### src/hdl/bpmc_pkg.sv
`timescale 1ns / 1ps
package bpmc_pkg;

    localparam int unsigned CW = 20;

    localparam logic [2:0] BASE_A = 3'd0;
    localparam logic [2:0] BASE_C = 3'd1;
    localparam logic [2:0] BASE_G = 3'd2;
    localparam logic [2:0] BASE_T = 3'd3;
    localparam logic [2:0] BASE_N = 3'd4;

    localparam logic [0:0] MODE_ADD    = 1'b0;
    localparam logic [0:0] MODE_REPORT = 1'b1;

    localparam logic [0:0] REG_WINDOW_START  = 1'b0;
    localparam logic [0:0] REG_WINDOW_LENGTH = 1'b1;

    typedef struct packed {
        logic [0:0]  mode;
        logic [31:0] location;
        logic [2:0]  read_base;
        logic [2:0]  ref_base;
    } in_item_t;

    typedef struct packed {
        logic          in_window;
        logic [CW-1:0] coverage;
        logic [CW-1:0] mismatch_total;
        logic [6:0]    mismatch_percent;
        logic [2:0]    dominant_base;
        logic          dominant_weak;
    } out_item_t;

    typedef enum logic [2:0] {
        ST_CLEAR,
        ST_IDLE,
        ST_READ,
        ST_WRITE,
        ST_DIV,
        ST_OUT
    } back_state_t;

endpackage

### src/hdl/bpmc_front.sv
`timescale 1ns / 1ps
module bpmc_front #(
    parameter int unsigned WINDOW_DEPTH = 1024
) (
    input  logic                          clk,
    input  logic                          rst_n,
    input  logic [31:0]                   win_start,
    input  logic [10:0]                   win_len,
    input  logic                          in_valid,
    input  bpmc_pkg::in_item_t            in_item,
    output logic                          in_stall,
    output logic                          q_valid,
    output logic                          q_hit,
    output logic                          q_add,
    output logic                          q_mis,
    output logic [1:0]                    q_base,
    output logic [$clog2(WINDOW_DEPTH)-1:0] q_pos,
    input  logic                          q_pop,
    input  logic                          busy
);
    import bpmc_pkg::*;
    localparam int AW = $clog2(WINDOW_DEPTH);

    // two-entry queue
    logic [1:0]          cnt_reg, cnt_next;
    logic                rd_reg, wr_reg;
    logic [AW+4:0]       ent_reg [2];
    logic [32:0]         off;
    logic [32:0]         lim;
    logic                hit;
    logic [2:0]          rb, fb;
    logic [AW+4:0]       ent;
    logic                push;

    assign off = {1'b0, in_item.location} - {1'b0, win_start};
    always_comb
    begin
        if (32'(win_len) > 32'(WINDOW_DEPTH))
            lim = 33'(WINDOW_DEPTH);
        else
            lim = 33'(win_len);
    end
    assign hit = !off[32] && (off < lim);
    assign rb  = (in_item.read_base > BASE_N) ? BASE_N : in_item.read_base;
    assign fb  = (in_item.ref_base > BASE_N) ? BASE_N : in_item.ref_base;
    assign ent = {hit, (in_item.mode == MODE_ADD),
                  (rb != BASE_N) && (fb != BASE_N) && (rb != fb),
                  rb[1:0], off[AW-1:0]};

    assign in_stall = busy || (cnt_reg == 2'd2);
    assign push     = in_valid && !in_stall;
    assign q_valid  = (cnt_reg != 2'd0);
    assign {q_hit, q_add, q_mis, q_base, q_pos} = ent_reg[rd_reg];

    always_comb
    begin
        cnt_next = cnt_reg;
        if (push && !q_pop)
            cnt_next = cnt_reg + 2'd1;
        else if (!push && q_pop)
            cnt_next = cnt_reg - 2'd1;
    end

    always_ff @(posedge clk or negedge rst_n)
    begin
        if (!rst_n)
        begin
            cnt_reg <= '0;
            rd_reg  <= 1'b0;
            wr_reg  <= 1'b0;
        end
        else
        begin
            cnt_reg <= cnt_next;
            if (push)
                wr_reg <= !wr_reg;
            if (q_pop)
                rd_reg <= !rd_reg;
        end
    end

    always_ff @(posedge clk)
    begin
        if (push)
            ent_reg[wr_reg] <= ent;
    end

    assert property (@(posedge clk) disable iff (!rst_n) cnt_reg != 2'd3)
        else $error("queue count overflow");
    assert property (@(posedge clk) disable iff (!rst_n) q_pop |-> q_valid)
        else $error("pop from empty queue");
    assert property (@(posedge clk) disable iff (!rst_n)
        (cnt_reg == 2'd2) |-> in_stall)
        else $error("push into full queue");
endmodule

### config.mk
export PLATFORM = sky130hd
export DESIGN_NAME = bpmc_front
export DESIGN_NICKNAME = d
export VERILOG_FILES = /design/src/hdl/bpmc_pkg.sv /design/src/hdl/bpmc_front.sv
export SDC_FILE = /design/constraint.sdc
export NUM_CORES = 1
export LEC_CHECK = 0
export BUFFER_PORTS_ARGS = -buffer_cell sky130_fd_sc_hd__buf_2
export CORE_ASPECT_RATIO = 1.2
export CORE_UTILIZATION = 53
export CTS_CLUSTER_DIAMETER = 80
export CTS_CLUSTER_SIZE = 24
export DETAILED_ROUTE_END_ITERATION = 8
export GPL_ROUTABILITY_DRIVEN = 0
export GPL_TIMING_DRIVEN = 0
export PLACE_DENSITY = 0.87
export SLEW_MARGIN = 25
export SYNTH_ARGS = -nofsm -noshare
export SYNTH_HDL_FRONTEND = slang
export SYNTH_SLANG_ARGS = --single-unit
export TNS_END_PERCENT = 20
### constraint.sdc
create_clock -name clk -period 2.8 [get_ports clk]
set_clock_uncertainty 0.05 [all_clocks]
set_input_delay 0 -clock clk [delete_from_list [all_inputs] [get_ports clk]]
set_output_delay 0 -clock clk [all_outputs]
set_load 0.02 [all_outputs]
; Word level (Yosys, flattened, before mapping)
; Memories as Yosys holds them, arrays and structs flattened.
; Cells that the tools add are included.
[word_totals]
ff_bits = 4
latch_bits = 0
ram_bits = 30
romBits = 0
inputBits = 87
out_inout_bits = 17
n_memories = 1
[mem_list]
columns = name, depth, word_bits, read_ports, rd_clocked_by_memory_dff, wr, line
row1 = ent_reg, 2, 15, 1, 0, 1, bpmc_front.sv:27  ; logic [AW+4:0] ent_reg [2];
[classes]
add_sub_neg = 3
n_mul = 0
div_mod_pow = 0
magnitude_cmp = 4
n_eq_ne = 4
shifts = 0
n_mux = 7
n_bitwise = 1
n_reduce_logical = 15
[ops]
columns = op, count
row1 = 33-bit < comparator, 1
row2 = 32-bit by 32-bit subtractor with 33-bit output, 1
row3 = 11-bit > comparator (second input constant), 1
row4 = 11-bit 2-to-1 mux, 1
row5 = 3-bit > comparator (second input constant), 2
row6 = 1-bit logical AND, 6
row7 = 1-bit zero test, 6
row8 = 3-bit 2-to-1 mux, 2
row9 = 3-bit inequality test (second input constant), 2
row10 = 2-bit 2-to-1 mux, 2
row11 = 2-bit nonzero test, 2
row12 = 3-bit inequality test, 1
row13 = 2-bit by 1-bit adder with 2-bit output (second input constant), 1
row14 = 2-bit equality test (second input constant), 1
row15 = 1-bit 2-to-1 mux, 2
row16 = 2-bit by 1-bit subtractor with 2-bit output (second input constant), 1
row17 = 1-bit logical OR, 1
row18 = 1-bit inverter, 1

; Logic depth before layout (Yosys ltp)
; Gate-level depths: netlist of run 1.
[logic_depth]
ltp_word = 8
ltp_mapped = 17
depth_no_buf = 17

; Worst setup path after synthesis of run 1
; Ideal clock, no wire load.
[synth_timing]
path_type = input -> register
startpoint = in in_item[6] (netlist bit)
endpoint = mem ent_reg[0][14] (netlist bit), data pin
setup_ns = 0.182
arrival_ns = 3.155
t_required_ns = 2.568
slack_ns = -0.586
cell_stages = 17
path_buffers = 0
path_cell_list = inv_1 -> ha_1 -> inv_1 -> fa_1 -> a211oi_1 -> o211ai_1 -> a31oi_1 -> xnor2_1 -> ha_1 -> a2111oi_4 -> o31ai_1 -> a2111oi_2 -> nand4_1 -> a31oi_1 -> and4_1 -> nand4_1 -> nor4_2
[synth_via]
elab_chain_cells = 3
elab_cells_between_ends = 4
cone_classes = add/sub: 1 / order compare: 1 / reduce/logical: 2
[synth_rtl]
columns = item, line
row1 = "start, declared", bpmc_front.sv:10  ; input bpmc_pkg::in_item_t in_item,
row2 = 32-bit by 32-bit subtractor with 33-bit output *, bpmc_front.sv:35  ; assign off = {1'b0, in_item.location} - {1'b0, win_start};
row3 = 33-bit < comparator / 1-bit zero test (equally long branches), bpmc_front.sv:43  ; assign hit = !off[32] && (off < lim);
row4 = 1-bit logical AND *, bpmc_front.sv:43
row5 = net ent[14], bpmc_front.sv:32  ; logic [AW+4:0] ent;
row6 = "end, declared", bpmc_front.sv:27
; The timed path passes the listed nets; every way through them passes the cells marked *.

; Worst setup path after layout of run 1
[layout_timing]
startpoint = in in_item[6] (netlist bit)
endpoint = mem ent_reg[1][14] (netlist bit), data pin
; Same word-level chain as after synthesis.

==> results of run 1 <==
## critical path: cells and delay by family
family	cells	cell delay [ns]
compound gates	7	1.57
fa+ha+maj	3	0.81
simple gates	4	0.71
buf+inv	3	0.18
xor+xnor	1	0.17
## cell usage in the layout (no fill, tap or decap), drive strengths merged, types with 2 or more instances in the layout
cell and count:
nor4b 2, ha 43, or3 3, nand2 45, xor2 9, a211oi 6, nor2b 5, nand4 10
nor2 18, a21oi 46, dfrtp 4, o311ai 2, a31oi 8, a2111oi 3, nand2b 5, o22ai 3
buf 112, nor4 3, a21o 12, o21ai 30, xnor2 16, and4 3, dlygate4sd3 7, edfxtp 30
and3 5, inv 46, o31ai 2, o21a 6, clkinv 2, mux2 16, o211ai 5, nand3 8
clkbuf 13, or2 2
## cells by family after synthesis
kind of cell	after synthesis	synth area share (%)
flip-flops	34	27.5
AND/OR/NAND/NOR	112	15.4
multiplexers	17	5.22
XOR/XNOR	25	6.01
adder cells (fa/ha/maj)	44	15.3
buffers and inverters	61	6.66
AO/OA/AOI/OAI	134	23.9
## cells in the mapped netlist (7+ instances only)
cell	count	area (µm²)
buf_2	7	35.0
xnor2_1	16	140
inv_1	46	173
a21o_1	12	90.1
o21ai_0	24	120
nand4_1	10	62.6
nand2_1	44	165
a21oi_1	45	225
edfxtp_1	30	901
a31oi_1	8	50.1
ha_1	43	538
nor2_1	18	67.6
xor2_1	9	78.8
mux2_2	16	180
nand3_1	8	40.0
## per-stage QoR
step	hold WS (ns)	total power (µW)
6_report	0.0480	2210
5_1_grt	0.0672	2350
4_1_cts	0.0324	2200
3_5_place_dp	-0.241	1860
3_3_place_gp	-0.243	1810
2_1_floorplan	-0.346	1540
## worst paths after layout
path,start,end,slack [ns]
min,in_valid,wr_reg,0.05
min in group asynchronous,rst_n,cnt_reg[0],0.59
max,in_item[6],ent_reg[1][14],-0.61
min reg2reg,cnt_reg[1],cnt_reg[1],0.47
max reg2reg,cnt_reg[0],ent_reg[0][5],0.93
max in group asynchronous,rst_n,cnt_reg[1],1.93
## layer usage
metal  global-route usage [%]  wire, µm  share of wire [%]
met5                        0         0                  0
met4                     10.4       213                2.4
met3                     3.25       632                7.0
met2                     46.0      4520                 50
met1                     30.1      3660                 41
## repair_timing
action	CTS	global route
hold endpoints to repair	13	0
setup buffers	0	1
hold buffers	7	0
endpoints found under the setup margin	2	2
resized for setup	0	7
pin swaps	0	1
## power groups by stage
| stage | Clock (µW) | Sequential [µW] | Combinational, µW |
|---|---|---|---|
| 4_1_cts | 335 | 707 | 1150 |
| 5_1_grt | 350 | 712 | 1290 |
| 6_report | 329 | 706 | 1180 |
| 3_3_place_gp | 0 | 705 | 1100 |
| 2_1_floorplan | 0 | 700 | 836 |
| 3_5_place_dp | 0 | 717 | 1140 |
## layout make-up
type,instances,area share (%)
Tap cell,85,2.38
Clock buffer,6,1.63
Clock inverter,2,0.196
Inverter,46,3.93
Sequential cell,34,22.4
Buffer,15,1.57
Multi-Input combinational cell,332,54.4
Timing Repair Buffer,111,13.4
==> tab_implementation.tex, run 1 <==
\begin{tabular}{lr}
\hline
Metric & Value \\
\hline
\multicolumn{2}{l}{\textbf{Worst setup path}} \\
Sort of element at the start of the critical path & input port \\
Maximum fanout along the worst path & 3 \\
Element type at the critical path end & register \\
WP data required & 2.84 ns \\
Worst-path cell with the longest stage delay & fa\_2 \\
Largest stage delay on the critical path & 0.38 ns \\
Number of cell instances on the worst register-to-register path & 4 \\
Data arrival, critical path & 3.45 ns \\
CP cell instances & buf\_6 > inv\_4 > ha\_4 > inv\_2 > fa\_2 > a211oi\_2 > o211ai\_1 > a31oi\_1 > xnor2\_1 > ha\_1 > a2111oi\_4 > o31ai\_2 > a2111oi\_2 > nand4\_1 > a31oi\_1 > and4\_1 > nand4\_1 > nor4\_2 \\
Type of the setup path with the least slack & in -> reg \\
\multicolumn{2}{l}{\textbf{Timing}} \\
Slew @ Worst Pin & 0.745 ns \\
Setup TNS & -1.23 ns \\
Total count of max-transition violations in the final report & 0 \\
Relative slew slack & 50.3\% \\
Setup-violating endpoint count in the final report & 2 \\
Final critical-path setup slack & -0.614 ns \\
Unrepaired setup endpoints after global routing & yes \\
Number of hold-slack violations in the final timing report & 0 \\
Peak Freq & 293 MHz \\
Minimum period implied by the final worst setup slack & 3.41 ns \\
Share of the cycle needed by the critical path after routing & 122\% \\
\multicolumn{2}{l}{\textbf{Synth}} \\
Post-Syn Area per Cell & 8.53 µm² \\
Register bit count reported by yosys & 34 \\
Post-synthesis instance area & 0.00364 mm² \\
Seq/Total Area, Yosys & 27.5\% \\
Ys flop type & edfxtp\_1 \\
Number of synthesized flops with an enable pin & 30 \\
Count of distinct cell types in the synthesized netlist & 58 \\
Syn Inst Count & 427 \\
Count of yosys warnings during synthesis & 0 \\
Synth async-reset ratio & 11.8\% \\
Net Count, Synth & 558 \\
\multicolumn{2}{l}{\textbf{Cells and area}} \\
Max reg flops & 30 \\
Antenna fix cells & 0 \\
Post-layout instance count excluding filler cells & 631 \\
Area taken by multi-input logic gates & 0.00243 mm² \\
Nets & 676 \\
Area of all sequential standard cells & 0.00100 mm² \\
Synthesis-to-layout area growth & 22.4\% \\
Fin area & 0.00446 mm² \\
Finished Core Util & 68.3\% \\
Fill count & 529 \\
Share of layout cells above drive strength 1 & 27.8\% \\
\multicolumn{2}{l}{\textbf{GRT}} \\
Antenna violations before repair & 0 \\
Overall Global Routing Usage & 25.5\% \\
Maximum number of pins on one net before global-route repair & 16 \\
Number of global-route vias before repair & 3,405 \\
Global-route wire length before repair & 14,900 µm \\
Grt ovf & 0 \\
\multicolumn{2}{l}{\textbf{Outcome}} \\
Outcome & complete, but fails checks \\
Violated checks & negative setup slack \\
\multicolumn{2}{l}{\textbf{Floorplanning}} \\
Die Height & 92.8 µm \\
Total Die Area & 0.00721 mm² \\
Number of I/O pins & 104 \\
Starting density of the core & 55.8\% \\
Core outline area & 0.00653 mm² \\
Die width & 77.7 µm \\
Number of rows in the core area & 32 \\
\multicolumn{2}{l}{\textbf{Routing}} \\
Routed Antenna Nets & 0 \\
Routed length per placed instance & 14.3 µm \\
Violation count after the first detailed-routing iteration & 223 \\
Drt first pass iters & 5 \\
Number of remaining DRC errors & 0 \\
Average vias per placed instance & 5.84 \\
Total number of vias & 3,684 \\
Detailed-route wire length & 9020 µm \\
\multicolumn{2}{l}{\textbf{CTS}} \\
Clock tree from TritonCTS & yes \\
TritonCTS buffer count & 5 \\
Clock sink total & 34 \\
Clock-pin slew on the worst setup and hold paths & 0.06 ns \\
Cell at the root of the clock tree & clkbuf\_8 \\
Maximum count of clock buffers along a single path & 2 \\
Skew-Pair Late Insertion Delay & 0.28 ns \\
Number of H-tree levels & 2 \\
\multicolumn{2}{l}{\textbf{Power}} \\
Sequential power share & 31.9\% \\
Proportion of power drawn by combinational gates & 53.2\% \\
Lkg Pwr & 0.00209 µW \\
Pwr per Cell Area & 496 mW/mm² \\
Proportion of total power due to net switching & 39.8\% \\
Cell internal power dissipation & 1330 µW \\
Portion of total power attributed to the clock network & 14.9\% \\
Peak supply drop & 0.000478 V \\
Sw Pwr & 881 µW \\
\multicolumn{2}{l}{\textbf{Placement}} \\
Post-detailed-placement cell area & 0.00427 mm² \\
Port buffer count & 103 \\
Post-detail-place hpwl & 7130 µm \\
Number of placed instances with taps included & 615 \\
Minimum setup slack after placement & -0.918 ns \\
\multicolumn{2}{l}{\textbf{Flow run}} \\
Max-cap check violation count & 0 \\
\multicolumn{2}{l}{\textbf{Worst hold path}} \\
Hold WC Path Type & in -> reg \\
Worst Hold Path Cells & 3 \\
\hline
\end{tabular}
Note: power is estimated with default switching activity, not from simulation.
==> run 2, diff against run 1 <==
--- a/config.mk
+++ b/config.mk
@@ -6,7 +6,6 @@
 export NUM_CORES = 1
 export LEC_CHECK = 0
 export BUFFER_PORTS_ARGS = -buffer_cell sky130_fd_sc_hd__buf_2
-export CORE_ASPECT_RATIO = 1.2
 export CORE_UTILIZATION = 53
 export CTS_CLUSTER_DIAMETER = 80
 export CTS_CLUSTER_SIZE = 24
==> run 2 against run 1 <==
The run ends with design-rule violations, negative setup slack left. Sequential share of layout area barely moved. Global-route usage fell by 0.30 points. Critical path depth did not move. Via count fell by 1.5%. Routed wire length fell by 2.6%. Die area barely moved. Worst hold slack got worse by 0.031 ns. Total power rose by 8.5%. Sequential cell count did not move.
==> tab_implementation.tex, run 2 (synthesized netlist as in run 1, its figures left out) <==
\begin{tabular}{lr}
\hline
Metric & Value \\
\hline
\multicolumn{2}{l}{\textbf{Outcome}} \\
Outcome & complete, but fails checks \\
Violated checks & design-rule violations, negative setup slack \\
\multicolumn{2}{l}{\textbf{CTS}} \\
Clock-pin slew on the worst setup and hold paths & 0.07 ns \\
Number of H-tree levels & 2 \\
Clock tree from TritonCTS & yes \\
Cell at the root of the clock tree & clkbuf\_8 \\
Maximum count of clock buffers along a single path & 2 \\
TritonCTS buffer count & 5 \\
\# Post-CTS Setup Buffers & 0 \\
Clock sink total & 34 \\
Skew-Pair Late Insertion Delay & 0.28 ns \\
\multicolumn{2}{l}{\textbf{Placement}} \\
Post-detail-place hpwl & 7010 µm \\
Minimum setup slack after placement & -0.810 ns \\
Port buffer count & 103 \\
\multicolumn{2}{l}{\textbf{Worst setup path}} \\
Largest stage delay on the critical path & 0.39 ns \\
Data arrival, critical path & 3.43 ns \\
Sort of element at the start of the critical path & input port \\
CP cell instances & buf\_2 > inv\_1 > ha\_1 > inv\_1 > fa\_2 > a211oi\_2 > o211ai\_1 > a31oi\_1 > xnor2\_1 > ha\_1 > a2111oi\_4 > o31ai\_1 > a2111oi\_2 > nand4\_1 > a31oi\_1 > and4\_1 > nand4\_1 > nor4\_2 \\
Number of cell instances on the worst register-to-register path & 4 \\
WP data required & 2.83 ns \\
Maximum fanout along the worst path & 3 \\
Type of the setup path with the least slack & in -> reg \\
Worst-path cell with the longest stage delay & fa\_2 \\
Element type at the critical path end & register \\
\multicolumn{2}{l}{\textbf{Timing}} \\
Setup TNS & -1.18 ns \\
Relative slew slack & 48.2\% \\
Total count of max-transition violations in the final report & 0 \\
Number of hold-slack violations in the final timing report & 0 \\
Setup-violating endpoint count in the final report & 2 \\
Minimum period implied by the final worst setup slack & 3.40 ns \\
Slew @ Worst Pin & 0.776 ns \\
Unrepaired setup endpoints after global routing & yes \\
Final critical-path setup slack & -0.598 ns \\
Peak Freq & 294 MHz \\
Share of the cycle needed by the critical path after routing & 121\% \\
\multicolumn{2}{l}{\textbf{Power}} \\
Lkg Pwr & 0.00210 µW \\
Proportion of total power due to net switching & 37.1\% \\
Pwr per Cell Area & 538 mW/mm² \\
Sequential power share & 29.3\% \\
Proportion of power drawn by combinational gates & 48.7\% \\
Portion of total power attributed to the clock network & 22.0\% \\
Cell internal power dissipation & 1510 µW \\
Sw Pwr & 890 µW \\
Peak supply drop & 0.000277 V \\
\multicolumn{2}{l}{\textbf{Flow run}} \\
Max-cap check violation count & 0 \\
\multicolumn{2}{l}{\textbf{Routing}} \\
Routed length per placed instance & 14.2 µm \\
Number of remaining DRC errors & 8 \\
Average vias per placed instance & 5.84 \\
Total number of vias & 3,627 \\
Drt first pass iters & 9 \\
Routed Antenna Nets & 0 \\
Violation count after the first detailed-routing iteration & 270 \\
Detailed-route wire length & 8790 µm \\
\multicolumn{2}{l}{\textbf{Worst hold path}} \\
Worst Hold Path Cells & 3 \\
Hold WC Path Type & in -> reg \\
\multicolumn{2}{l}{\textbf{Floorplanning}} \\
Core outline area & 0.00649 mm² \\
Die Height & 84.9 µm \\
Total Die Area & 0.00721 mm² \\
Starting density of the core & 56.1\% \\
Die width & 84.9 µm \\
Number of rows in the core area & 29 \\
Number of I/O pins & 104 \\
\multicolumn{2}{l}{\textbf{Cells and area}} \\
Most frequent standard cell in the layout excluding fill and tap cells & buf\_2 \\
Most frequent cells in the layout & buf\_2 (110), inv\_1 (46), a21oi\_1 (45), nand2\_1 (44), ha\_1 (43) \\
Synthesis-to-layout area growth & 22.5\% \\
Nets & 674 \\
Share of layout cells above drive strength 1 & 27.4\% \\
Max reg flops & 30 \\
Antenna fix cells & 0 \\
\multicolumn{2}{l}{\textbf{GRT}} \\
Grt ovf & 0 \\
Number of global-route vias before repair & 3,459 \\
Maximum number of pins on one net before global-route repair & 16 \\
Global-route wire length before repair & 14,900 µm \\
Overall Global Routing Usage & 25.2\% \\
Antenna violations before repair & 0 \\
\hline
\end{tabular}
run 2: metal layers:
metal / up-vias / track usage (%) / wire, µm
li1: 1798 / - / -
met1: 1616 / 31.7 / 3770
met2: 184 / 44.4 / 4130
met3: 29 / 3.50 / 673
met4: 0 / 8.47 / 217
met5: - / 0 / 0
run 2: through the flow:
stage / hold slack, ns / instances / instance area, µm² / util (%) / power [µW]
finish: 0.0169 / 621 / 4460 / 68.7 / 2400
CTS: 0.0154 / 621 / 4460 / 68.7 / 2390
global placement: -0.244 / 607 / 4260 / 65.6 / 1810
detailed placement: -0.239 / 607 / 4260 / 65.7 / 1850
floorplan: -0.346 / 427 / 3650 / - / 1540
global route: 0.0545 / 621 / 4460 / 68.7 / 2540
run 2: cell type report:
cell class	count	area, µm²
buffer	15	70.1
clock buffer	5	68.8
clock inverter	3	68.8
fill	498	2030
inverter	46	173
multi-input combinational	332	2410
sequential	34	1000
tap	77	96.3
timing repair buffer	109	576
run 2: final timing paths:
| check | to | start | slack, ns |
|---|---|---|---|
| setup / recovery | ent_reg[0][14] | in_item[6] | -0.60 |
| hold / removal | wr_reg | in_valid | 0.02 |
| setup reg to reg | ent_reg[0][7] | cnt_reg[0] | 0.91 |
| hold reg to reg | cnt_reg[1] | cnt_reg[1] | 0.45 |
| max in group asynchronous | cnt_reg[0] | rst_n | 1.95 |
| min in group asynchronous | rd_reg | rst_n | 0.57 |
run 2: critical path, delay by kind of cell:
family | cells | cell delay, ns
compound gates | 7 | 1.53
xor+xnor | 1 | 0.17
fa+ha+maj | 3 | 0.85
buf+inv | 3 | 0.20
simple gates | 4 | 0.68
run 2: power by group through the flow:
stage / registers [µW] / logic, µW / clock network (µW)
6_report: 702 / 1170 / 527
3_3_place_gp: 704 / 1110 / 0
4_1_cts: 702 / 1150 / 530
2_1_floorplan: 700 / 836 / 0
5_1_grt: 713 / 1280 / 548
3_5_place_dp: 712 / 1140 / 0
run 2: repair_timing:
action | in CTS | in global routing
resized for setup | 0 | 1
pin swaps | 0 | 1
hold buffers | 6 | 0
endpoints found under the setup margin | 2 | 2
hold endpoints to repair | 13 | 0
==> run 3, diff against run 2 <==
--- a/config.mk
+++ b/config.mk
@@ -6,6 +6,7 @@
 export NUM_CORES = 1
 export LEC_CHECK = 0
 export BUFFER_PORTS_ARGS = -buffer_cell sky130_fd_sc_hd__buf_2
+export CORE_ASPECT_RATIO = 1.25
 export CORE_UTILIZATION = 53
 export CTS_CLUSTER_DIAMETER = 80
 export CTS_CLUSTER_SIZE = 24
==> run 3 against run 2 <==
The run ends with negative setup slack left. Via count increased by 2.8%. Sequential power increased by 0.6%. Worst setup slack improved by 0.057 ns. Largest cell class unchanged. Routed wire length increased by 5.3%. Critical path depth unchanged. Count of clock-buffer cells in the layout increased by 1. Clock power decreased by 19%. Fmax increased by 1.7%. Critical endpoint unchanged. Largest power group unchanged.
==> tab_implementation.tex, run 3 (synthesized netlist as in run 1, its figures left out) <==
\begin{tabular}{lr}
\hline
Metric & Value \\
\hline
\multicolumn{2}{l}{\textbf{Worst setup path}} \\
Worst-path cell with the longest stage delay & fa\_2 \\
Element type at the critical path end & register \\
Worst flop-to-flop path endpoint & ent\_reg[0][8] \\
Flop-to-flop setup slack & 0.92 ns \\
Type of the setup path with the least slack & in -> reg \\
Startpoint of the worst-slack reg-to-reg timing path & cnt\_reg[0] \\
CP cell instances & buf\_6 > inv\_4 > ha\_4 > inv\_2 > fa\_2 > a211oi\_2 > o211ai\_1 > a31oi\_1 > xnor2\_1 > ha\_1 > a2111oi\_4 > o31ai\_2 > a2111oi\_2 > nand4\_1 > a31oi\_1 > and4\_1 > nand4\_1 > nor4\_2 \\
Sort of element at the start of the critical path & input port \\
Number of cell instances on the worst register-to-register path & 4 \\
WP data required & 2.84 ns \\
Maximum fanout along the worst path & 3 \\
Largest stage delay on the critical path & 0.39 ns \\
Data arrival, critical path & 3.38 ns \\
\multicolumn{2}{l}{\textbf{Floorplanning}} \\
Total Die Area & 0.00721 mm² \\
Number of I/O pins & 104 \\
Die Height & 94.7 µm \\
Core outline area & 0.00661 mm² \\
Starting density of the core & 55.1\% \\
Die width & 76.1 µm \\
Number of rows in the core area & 33 \\
\multicolumn{2}{l}{\textbf{GRT}} \\
Number of global-route vias before repair & 3,620 \\
Grt ovf & 0 \\
Overall Global Routing Usage & 26.1\% \\
Antenna violations before repair & 0 \\
Maximum number of pins on one net before global-route repair & 16 \\
Global-route wire length before repair & 15,300 µm \\
\multicolumn{2}{l}{\textbf{Worst hold path}} \\
Hold WC Path Type & in -> reg \\
Worst hold start & in\_valid \\
WHS Endpoint & wr\_reg \\
Worst Hold Path Cells & 3 \\
\multicolumn{2}{l}{\textbf{Timing}} \\
Setup-violating endpoint count in the final report & 2 \\
Peak Freq & 299 MHz \\
Slew @ Worst Pin & 0.742 ns \\
Number of hold-slack violations in the final timing report & 0 \\
Share of the cycle needed by the critical path after routing & 119\% \\
Minimum period implied by the final worst setup slack & 3.34 ns \\
Unrepaired setup endpoints after global routing & yes \\
Relative slew slack & 50.5\% \\
Total count of max-transition violations in the final report & 0 \\
Final critical-path setup slack & -0.540 ns \\
\multicolumn{2}{l}{\textbf{Routing}} \\
Routed length per placed instance & 14.6 µm \\
Detailed-route wire length & 9260 µm \\
Average vias per placed instance & 5.89 \\
Drt first pass iters & 5 \\
Routed Antenna Nets & 0 \\
Violation count after the first detailed-routing iteration & 146 \\
Number of remaining DRC errors & 0 \\
Total number of vias & 3,727 \\
\multicolumn{2}{l}{\textbf{Placement}} \\
Number of placed instances with taps included & 617 \\
Minimum setup slack after placement & -0.873 ns \\
Post-detailed-placement cell area & 0.00428 mm² \\
Port buffer count & 103 \\
Post-detail-place hpwl & 7310 µm \\
\multicolumn{2}{l}{\textbf{CTS}} \\
Clock sink total & 34 \\
Clock tree from TritonCTS & yes \\
Clock-pin slew on the worst setup and hold paths & 0.06 ns \\
Skew-Pair Late Insertion Delay & 0.28 ns \\
Cell at the root of the clock tree & clkbuf\_8 \\
Number of H-tree levels & 2 \\
TritonCTS buffer count & 5 \\
Maximum count of clock buffers along a single path & 2 \\
\multicolumn{2}{l}{\textbf{Flow run}} \\
Max-cap check violation count & 0 \\
\multicolumn{2}{l}{\textbf{Power}} \\
Lkg Pwr & 0.00210 µW \\
Peak supply drop & 0.000380 V \\
Pwr per Cell Area & 515 mW/mm² \\
Total power of the final layout & 2310 µW \\
\multicolumn{2}{l}{\textbf{Cells and area}} \\
Fill count & 519 \\
Antenna fix cells & 0 \\
Share of layout cells above drive strength 1 & 27.8\% \\
Max reg flops & 30 \\
Most frequent cells in the layout & buf\_2 (109), a21oi\_1 (45), inv\_1 (44), nand2\_1 (44), ha\_1 (42) \\
Synthesis-to-layout area growth & 23.2\% \\
Fin area & 0.00449 mm² \\
Nets & 676 \\
Most frequent standard cell in the layout excluding fill and tap cells & buf\_2 \\
Post-layout instance count excluding filler cells & 633 \\
\multicolumn{2}{l}{\textbf{Outcome}} \\
Outcome & complete, but fails checks \\
Violated checks & negative setup slack \\
\hline
\end{tabular}
## run 3: changes by cell type in the layout (fill, tap and decap cells not counted), sizes merged
| cell | before | now |
|---|---|---|
| buf | 111 | 112 |
| bufinv | 2 | 1 |
| clkbuf | 12 | 13 |
| dlygate4sd3 | 6 | 7 |
## run 3: layout make-up
| cell class | count | area [µm²] | area share [%] |
|---|---|---|---|
| multi-input combinational | 332 | 2430 | 54.1 |
| sequential | 34 | 1000 | 22.3 |
| timing repair buffer | 111 | 599 | 13.4 |
| inverter | 46 | 175 | 3.90 |
| tap | 87 | 109 | 2.43 |
| clock buffer | 6 | 72.6 | 1.62 |
| buffer | 15 | 70.1 | 1.56 |
| clock inverter | 2 | 33.8 | 0.753 |
## run 3: critical path, delay by kind of cell
family | cells | cell delay (ns)
adders and majority gates | 3 | 0.82
AOI/OAI and AO/OA | 7 | 1.53
xor gates and xnor gates | 1 | 0.17
buffers and inverters | 3 | 0.19
and+or+nand+nor | 4 | 0.68
## run 3: stage by stage
stage | setup TNS (ns) | util [%] | hold slack (ns)
2_1_floorplan | -0.535 | - | -0.346
3_3_place_gp | -1.67 | 64.7 | -0.244
3_5_place_dp | -1.75 | 64.7 | -0.243
4_1_cts | -1.22 | 67.4 | 0.0129
5_1_grt | -1.48 | 67.9 | 0.0556
6_report | -1.08 | 67.9 | 0.0143
## run 3: timing repair
item	4_1_cts	5_1_grt
cloned	0	0
setup buffers	0	1
gates resized for setup	0	7
endpoints found under the hold margin	13	0
endpoints found under the setup margin	2	2
hold buffers	7	0
pin swaps	0	2
## run 3: where the power goes
group          switching, µW  internal, µW  leakage, µW  total (µW)
clock                    164           262    0.0000528         427
combinational            685           495      0.00173        1180
sequential              40.8           665     0.000320         706
total                    890          1420      0.00210        2310
## run 3: worst max path at each step
stage / end / from
global route: ent_reg[0][14] / in_item[6]
CTS: ent_reg[0][14] / in_item[6]
global placement: ent_reg[0][14] / in_item[6]
finish: ent_reg[0][14] / in_item[6]
detailed placement: ent_reg[1][14] / in_item[6]
floorplan: ent_reg[0][14] / in_item[6]
## run 3: routing by layer
layer | vias to the layer above | track usage (%) | part of all wire, %
li1 | 1800 | - | -
met3 | 30 | 3.57 | 6.1
met5 | - | 0 | 0
met1 | 1715 | 28.6 | 39
met4 | 0 | 13.1 | 3.5
met2 | 182 | 49.5 | 52
